`src/hdl/hash_counter_keystream_encryptor_core_assert.svh`:
```
// assertion macros shared by the rtl files
`ifndef HASH_COUNTER_KEYSTREAM_ENCRYPTOR_CORE_ASSERT_SVH
`define HASH_COUNTER_KEYSTREAM_ENCRYPTOR_CORE_ASSERT_SVH

// a condition implies a consequence in the same cycle
`define HCK_ASSERT_IMP(label, clk, rst, cond, cons, msg) \
   label: assert property (@(posedge clk) disable iff (rst) (cond) |-> (cons)) \
      else $error(msg);

// a condition implies a consequence in the next cycle
`define HCK_ASSERT_NEXT(label, clk, rst, cond, cons, msg) \
   label: assert property (@(posedge clk) disable iff (rst) (cond) |=> (cons)) \
      else $error(msg);

`endif

```
`src/hdl/hck_pkg.sv`:
```
`timescale 1ns / 1ps
`default_nettype none
package hck_pkg;

   localparam int unsigned COUNTER_MAX = 32'h7fff_ffff;

   typedef enum logic [3:0] {
      ST_IDLE,
      ST_LOAD,
      ST_DIGIT,
      ST_BUILD,
      ST_ROUND,
      ST_ADD,
      ST_HDR,
      ST_DATA,
      ST_OUT
   } state_type;

   typedef struct packed {
      logic start_chunk;
      logic digit_step;
      logic build;
      logic round;
      logic add;
      logic out_load;
   } cmd_type;

   typedef struct packed {
      logic digits_done;
      logic round_last;
      logic block_last;
   } status_type;

   typedef logic [31:0] word_type;

   function automatic logic [31:0] round_k(input logic [5:0] i);
      logic [31:0] k [64];
      k = '{
         32'h428a2f98,32'h71374491,32'hb5c0fbcf,32'he9b5dba5,
         32'h3956c25b,32'h59f111f1,32'h923f82a4,32'hab1c5ed5,
         32'hd807aa98,32'h12835b01,32'h243185be,32'h550c7dc3,
         32'h72be5d74,32'h80deb1fe,32'h9bdc06a7,32'hc19bf174,
         32'he49b69c1,32'hefbe4786,32'h0fc19dc6,32'h240ca1cc,
         32'h2de92c6f,32'h4a7484aa,32'h5cb0a9dc,32'h76f988da,
         32'h983e5152,32'ha831c66d,32'hb00327c8,32'hbf597fc7,
         32'hc6e00bf3,32'hd5a79147,32'h06ca6351,32'h14292967,
         32'h27b70a85,32'h2e1b2138,32'h4d2c6dfc,32'h53380d13,
         32'h650a7354,32'h766a0abb,32'h81c2c92e,32'h92722c85,
         32'ha2bfe8a1,32'ha81a664b,32'hc24b8b70,32'hc76c51a3,
         32'hd192e819,32'hd6990624,32'hf40e3585,32'h106aa070,
         32'h19a4c116,32'h1e376c08,32'h2748774c,32'h34b0bcb5,
         32'h391c0cb3,32'h4ed8aa4a,32'h5b9cca4f,32'h682e6ff3,
         32'h748f82ee,32'h78a5636f,32'h84c87814,32'h8cc70208,
         32'h90befffa,32'ha4506ceb,32'hbef9a3f7,32'hc67178f2};
      return k[i];
   endfunction

   function automatic logic [31:0] init_h(input logic [2:0] i);
      logic [31:0] h [8];
      h = '{32'h6a09e667,32'hbb67ae85,32'h3c6ef372,32'ha54ff53a,
            32'h510e527f,32'h9b05688c,32'h1f83d9ab,32'h5be0cd19};
      return h[i];
   endfunction

   function automatic logic [7:0] mark_byte(input logic [3:0] i);
      logic [7:0] m [16];
      m = '{8'h42,8'h61,8'h73,8'h65,8'h53,8'h68,8'h69,8'h66,
            8'h74,8'h45,8'h6e,8'h63,8'h6f,8'h64,8'h65,8'h64};
      return m[i];
   endfunction

endpackage
`default_nettype wire

```
`src/hdl/hck_ctrl.sv`:
```
`timescale 1ns / 1ps
`default_nettype none
`include "hash_counter_keystream_encryptor_core_assert.svh"
module hck_ctrl (
   input  wire logic             clock,
   input  wire logic             reset,
   input  wire logic             req_tvalid,
   output logic                  req_tready,
   input  wire logic             op,
   input  wire logic             need_chunk,
   input  wire logic             rsp_tready,
   output logic                  rsp_tvalid,
   output logic                  hdr_mode,
   output logic [4:0]            out_idx,
   input  wire hck_pkg::status_type sts,
   output hck_pkg::cmd_type      cmd
);
   hck_pkg::state_type state_ff, state_in;
   logic hdr_ff, hdr_in;
   logic [4:0] idx_ff, idx_in;

   always_ff @(posedge clock) begin
      if (reset) begin
         state_ff <= hck_pkg::ST_IDLE;
         hdr_ff   <= 1'b0;
         idx_ff   <= '0;
      end else begin
         state_ff <= state_in;
         hdr_ff   <= hdr_in;
         idx_ff   <= idx_in;
      end
   end

   always_comb begin
      state_in   = state_ff;
      hdr_in     = hdr_ff;
      idx_in     = idx_ff;
      cmd        = '0;
      req_tready = 1'b0;
      rsp_tvalid = 1'b0;
      unique case (state_ff)
         hck_pkg::ST_IDLE: begin
            req_tready = 1'b1;
            if (req_tvalid) begin
               hdr_in = !op;
               idx_in = '0;
               if (!op || need_chunk) begin
                  cmd.start_chunk = 1'b1;
                  state_in = hck_pkg::ST_DIGIT;
               end else begin
                  cmd.out_load = 1'b1;
                  state_in = hck_pkg::ST_OUT;
               end
            end
         end
         hck_pkg::ST_DIGIT: begin
            cmd.digit_step = 1'b1;
            if (sts.digits_done) state_in = hck_pkg::ST_BUILD;
         end
         hck_pkg::ST_BUILD: begin
            cmd.build = 1'b1;
            state_in = hck_pkg::ST_ROUND;
         end
         hck_pkg::ST_ROUND: begin
            cmd.round = 1'b1;
            if (sts.round_last) state_in = hck_pkg::ST_ADD;
         end
         hck_pkg::ST_ADD: begin
            cmd.add = 1'b1;
            if (sts.block_last) state_in = hck_pkg::ST_LOAD;
            else state_in = hck_pkg::ST_BUILD;
         end
         hck_pkg::ST_LOAD: begin
            cmd.out_load = 1'b1;
            state_in = hck_pkg::ST_OUT;
         end
         hck_pkg::ST_OUT: begin
            rsp_tvalid = 1'b1;
            if (rsp_tready) begin
               if (!hdr_ff || idx_ff == 5'd31) begin
                  state_in = hck_pkg::ST_IDLE;
               end else begin
                  idx_in = idx_ff + 5'd1;
               end
            end
         end
         default: state_in = hck_pkg::ST_IDLE;
      endcase
   end

   assign hdr_mode = hdr_ff;
   assign out_idx  = idx_ff;

   `HCK_ASSERT_IMP(a_ready_idle, clock, reset, req_tready,
      state_ff == hck_pkg::ST_IDLE, "ready outside idle")
   `HCK_ASSERT_IMP(a_valid_out, clock, reset, rsp_tvalid,
      state_ff == hck_pkg::ST_OUT, "valid outside output state")
   `HCK_ASSERT_NEXT(a_start_hash, clock, reset, cmd.start_chunk,
      state_ff == hck_pkg::ST_DIGIT, "chunk start did not enter digit state")
endmodule
`default_nettype wire

```
`config.mk`:
```
export PLATFORM = sky130hd
export DESIGN_NAME = hck_ctrl
export DESIGN_NICKNAME = d
export VERILOG_FILES = /design/src/hdl/hck_pkg.sv /design/src/hdl/hck_ctrl.sv
export VERILOG_INCLUDE_DIRS = /design/src /design/src/hdl
export SDC_FILE = /design/constraint.sdc
export NUM_CORES = 1
export LEC_CHECK = 0
export ABC_AREA = 1
export BUFFER_PORTS_ARGS = -buffer_cell sky130_fd_sc_hd__buf_2
export CORE_MARGIN = 2
export CORE_UTILIZATION = 45
export CTS_CLUSTER_DIAMETER = 200
export CTS_CLUSTER_SIZE = 30
export DETAILED_ROUTE_END_ITERATION = 7
export PLACE_DENSITY = 0.69
export SLEW_MARGIN = 15
export SYNTH_ARGS = -nofsm -noshare
export SYNTH_HDL_FRONTEND = slang
export SYNTH_SLANG_ARGS = --single-unit
export TNS_END_PERCENT = 30
```
`constraint.sdc`:
```
create_clock -name clock -period 1.7 [get_ports clock]
set_input_delay 0.34 -clock clock [delete_from_list [all_inputs] [get_ports clock]]
set_output_delay 0.34 -clock clock [all_outputs]
set_load 0.1 [all_outputs]
```
[After elaboration in Yosys (flattened, before gate mapping)]
Index checks and enable logic that the tools add are counted.
Word-level totals
  output and inout bits: 14
  register bits: 10
  logic and storage cells: 50
  input port bits: 9
Cells by class
  reduce and logical (&&, ||, !) cells: 9
  $add $sub $neg: 1
  multiplexer cells: 24
  eq/ne operators: 13
Operators by type and width (count)
  4-bit one-hot mux with 7 select lines: 1
  4-bit two-way mux: 6
  5-bit two-way mux: 3
  2-bit != test (second input constant): 6
  1-bit two-way mux: 11
  5-bit one-hot mux with 2 select lines: 1
  4-bit by 2-bit == test with 1-bit output (second input constant): 2
  4-bit by 3-bit == test with 1-bit output (second input constant): 2
  5-bit by 1-bit adder with 5-bit output (second input constant): 1
  5-bit == test (second input constant): 1
  5-bit AND reduction: 1
  4-bit by 1-bit == test with 1-bit output (second input constant): 1
  4-bit == test (second input constant): 1
  4-bit logical NOT: 1
  4-bit AND reduction: 1
  1-bit logical NOT: 2
  1-bit logical OR: 2
  2-bit two-way mux: 1
  1-bit one-hot mux with 2 select lines: 1
  2-bit AND reduction: 1
  2-bit nonzero test: 1

[Logic depth before layout (Yosys ltp)]
  word-level depth: 5
  mapped depth: 11
  depth with buffers taken out: 11

[Worst setup path before layout]
No wires, ideal clock.
  kind: register to output
  from: register state_ff[1]
  to: output port cmd[3] (netlist name)
  data required time: 1.360 ns
  stages on the path, launching flop included: 3
  path buffers: 0
  slack: -2.038 ns
  arrival time: 3.398 ns
  cell sequence: dfxtp_1 > inv_1 > nor4_1
RTL lines
  start, declared: line hck_ctrl.sv:18  | hck_pkg::state_type state_ff, state_in;
  start signal, assigned: line hck_ctrl.sv:24  | state_ff <= hck_pkg::ST_IDLE;
  start signal, assigned: line hck_ctrl.sv:28  | state_ff <= state_in;
  end, declared: line hck_ctrl.sv:16  | output hck_pkg::cmd_type cmd

[Worst setup path in the final report]
  from: register idx_ff[1] (netlist: out_idx[1])
  to: register idx_ff[4] (netlist: out_idx[4])
Between the ends
  cells in the longest elaborated chain, start to end: 4
  elaborated cells on any way between the ends: 8
  classes of those cells: 1 x add/sub; 2 x eq/ne; 3 x mux; 2 x reduce/logical
Ends and longest elaborated chain
  start, declared: line hck_ctrl.sv:20  | logic [4:0] idx_ff, idx_in;
  start signal, assigned: line hck_ctrl.sv:30  | idx_ff <= idx_in;
  5-bit by 1-bit adder with 5-bit output or 5-bit == test (tied branches): line hck_ctrl.sv:83, hck_ctrl.sv:80
  5-bit two-way mux or 1-bit logical OR (tied branches): line hck_ctrl.sv:80  | if (!hdr_ff || idx_ff == 5'd31) begin
  5-bit two-way mux or 2-bit != test (tied branches)
  5-bit one-hot mux with 2 select lines or 4-bit AND reduction (tied branches)
Several ways; a longest one is shown, not always the timed one. The select of a mux whose other input is x is not followed.
A chain may end at the register's enable or synchronous reset.

==> flow_summary_export.csv <==
group,metric,value,unit
outcome,status,"complete, but fails checks",
outcome,violations,"setup timing",
sta,setup_violations,9,
sta,hold_viol,0,
clock_tree,clk_path_buf_depth,2,
logic_synthesis,ys_async_sr_fraction,0,%
min_path,min_path_cells,2,
setup_path,path_delay_family,"simple AND/OR/NAND/NOR gates",
logic_synthesis,synth_largest_area_cell,"dfxtp_1",
global_routing,track_usage,27.6,%
route,ant_nets,0,
route,drtIter0Drc,56,
sta,worst_pin_slew,488,ps
clock_tree,cts_root_buffer,"clkbuf_4",
clock_tree,clk_latency,290,ps
logic_synthesis,ys_ff_latch,10,
setup_path,crit_path_start_kind,"flip-flop",
clock_tree,cts_max_level,1,
sta,rsz0062_at_grt,"true",
finish,final_util,88.9,%
logic_synthesis,synth.avg_cell_area,6.26,µm²
logic_synthesis,synth_area,657,µm²
logic_synthesis,yosysTopAreaCellShare,30.5,%
setup_path,cp_num_cells,16,
flow_run,cap_violations,0,
finish,ff_latch_area,231,µm²
logic_synthesis,ys_seq_area_share,30.5,%
placement,dpl_cell_area,0.00102,mm²
placement,dp_slack,-64.5,ps
logic_synthesis,ys_types,21,
placement,io_buffers,22,
setup_path,crit_path_frequent_cell,"buf_4",
finish,fillers,66,
route,drt-vias-per-instance,5.55,
route,wl_per_cell,16.7,µm
clock_tree,cts_tree,"built",
finish,n_antenna_cell,0,
min_path,worstHoldStart,"reset",
logic_synthesis,yosys-top-cells-count,"nor2_1, inv_1, nand2_1, dfxtp_1, nand3_1",
floorplan,rows,13,
sta,slew_viol_final,0,
clock_tree,cts_made_buffers,3,
setup_path,max_stage_delay,370,ps
clock_tree,clock_sinks,10,
setup_path,r2r-start,"out_idx[1]$_SDFFE_PP0P_",
setup_path,path_class,"flip-flop to flip-flop",
finish,drive_gt1_share,55.9,%
setup_path,r2r_cells,16,
route,num_vias,888,
sta,fin_skew,23.8,ps
clock_tree,clk_pin_slew_worst_paths,90,ps
setup_path,endpoint_kind,"flip-flop",
placement,gp_congestion,0.892,
logic_synthesis,synth_area_leaders,"dfxtp_1, nor2_1, inv_1, nand2_1, nand3_1",
sta,setup_slack,-424,ps
floorplan,die_h,42.2,µm
setup_path,critPathRequiredTime,1890,ps
route,drc,0,
global_routing,overflow,0,
setup_path,reg2reg_slack,-420,ps
sta,timing.hold.ws,278,ps
min_path,hold_end,"out_idx[2]$_SDFFE_PP0P_",
logic_synthesis,synth_most_common_cell,"nor2_1",
min_path,hold_class,"input pin to flip-flop",
global_routing,first_global_vias,812,
finish,nets,157,
logic_synthesis,synth_edf_count,0,
logic_synthesis,ys.flop_type,"dfxtp_1",
finish,syn_to_final_growth,80.6,%
setup_path,worstPathArrival,2320,ps
floorplan,die_w,42.2,µm
placement,dpl.hpwl,1470,µm
logic_synthesis,synth_nets,116,
setup_path,critPathMaxFanout,7,
global_routing,antenna_found_initial,0,
sta,fmax,0.471,GHz
setup_path,crit_chain,"ha_4 > nand2_2 > nor2_2 > ha_2 > nor2_2 > nand3_2 > buf_4 > buf_6 > buf_4 > buf_4 > buf_4 > nand2_4 > nand2_8 > nand2_1 > nand2_1 > nor2_1",
route,dr.pass1.iters,4,
logic_synthesis,yosys_warnings,0,
floorplan,start_util,49.2,%
sta,period_share,125,%
floorplan,core,0.00133,mm²
setup_path,critPathBufInv,5,
logic_synthesis,syn_inst,105,
floorplan,dieArea,0.00178,mm²
clock_tree,hold_buffers,0,
floorplan,io-pin-count,23,
global_routing,grt_pass1_wl,3710,µm
global_routing,grt_max_degree,8,
sta,layout_min_cycle_time,2120,ps
route,wl,2680,µm
finish,final_area,0.00119,mm²
setup_path,r2r-end,"out_idx[4]$_SDFFE_PP0P_",
sta,maxSlewHeadroom,67.7,%
setup_path,crit_slowest_cell,"dfxtp_4",
finish,multi_input_area,489,µm²
## worst max path at each step
stage	from	end	slack (ps)
final	out_idx[1]$_SDFFE_PP0P_	out_idx[4]$_SDFFE_PP0P_	-420
after floorplan	out_idx[0]$_SDFFE_PP0P_	cmd[0]	-490
after detailed placement	out_idx[1]$_SDFFE_PP0P_	cmd[0]	-60
after global routing	out_idx[1]$_SDFFE_PP0P_	out_idx[3]$_SDFFE_PP0P_	-480
after global placement	out_idx[1]$_SDFFE_PP0P_	cmd[0]	-20
after CTS	out_idx[0]$_SDFFE_PP0P_	cmd[0]	-340
## timing repair
item | 4_1_cts | 5_1_grt
pin swaps | 10 | 7
hold endpoints to repair | 0 | 0
setup buffers | 9 | 1
endpoints found under the setup margin | 4 | 13
resized for setup | 6 | 16
## layout by cell type, fill, tap and decap left out, types with 2 or more instances in the layout
cell type and n:
a21oi_1 5, buf_12 8, buf_2 14, buf_4 13
clkbuf_4 3, dfxtp_4 8, inv_1 15, inv_2 5
nand2_1 11, nand2_2 6, nand3_1 9, nor2_1 15
nor2_2 7, nor2_4 4, nor4_4 2, o21ai_2 2
## logic make-up (layout without fill, tap and decap cells)
family	after synthesis	after routing	synth area share [%]
AO/OA/AOI/OAI	11	11	9.33
XOR/XNOR	1	1	1.33
adder cells (fa/ha/maj)	2	2	3.81
buffers and inverters	21	61	12.0
flip-flops	10	10	30.5
AND/OR/NAND/NOR	60	60	43.0
## layout make-up
cell class / count / area share (%)
Clock buffer: 3 / 1.90
Timing Repair Buffer: 36 / 28.6
Tap cell: 15 / 1.58
Multi-Input combinational cell: 74 / 41.2
Clock inverter: 1 / 0.316
Sequential cell: 10 / 19.5
Inverter: 21 / 6.86
## worst register-to-register path, cell delays in order, from the launching register on
cell     delay (ps)
dfxtp_4         370
ha_4            170
nand2_2          60
nor2_2           30
ha_2            170
nor2_2          100
nand3_2          90
buf_4           150
buf_6           100
buf_4           130
buf_4           130
buf_4           140
nand2_4          90
nand2_8          80
nand2_1          60
nand2_1          50
nor2_1          110
## sequential cells by signal, indices dropped and copies added (netlist names)
signal	cells
state_ff	4
out_idx	5
hdr_mode	1
## metrics by stage
stage,setup TNS [ps],instances
2_1_floorplan,-908,105
3_3_place_gp,-18.1,147
3_5_place_dp,-64.5,147
4_1_cts,-1630,160
5_1_grt,-3070,160
6_report,-2490,160
## layer usage
layer,GRT usage (%),wire (µm),vias up
met3,8.19,286,20
met2,44.9,1260,78
met1,34.7,985,383
met4,9.38,148,0
met5,0,0,-
li1,-,-,407
Power is left out: the tool's default activity adds up to more than one toggle a clock period on the data nets, which glitch-free logic cannot reach.
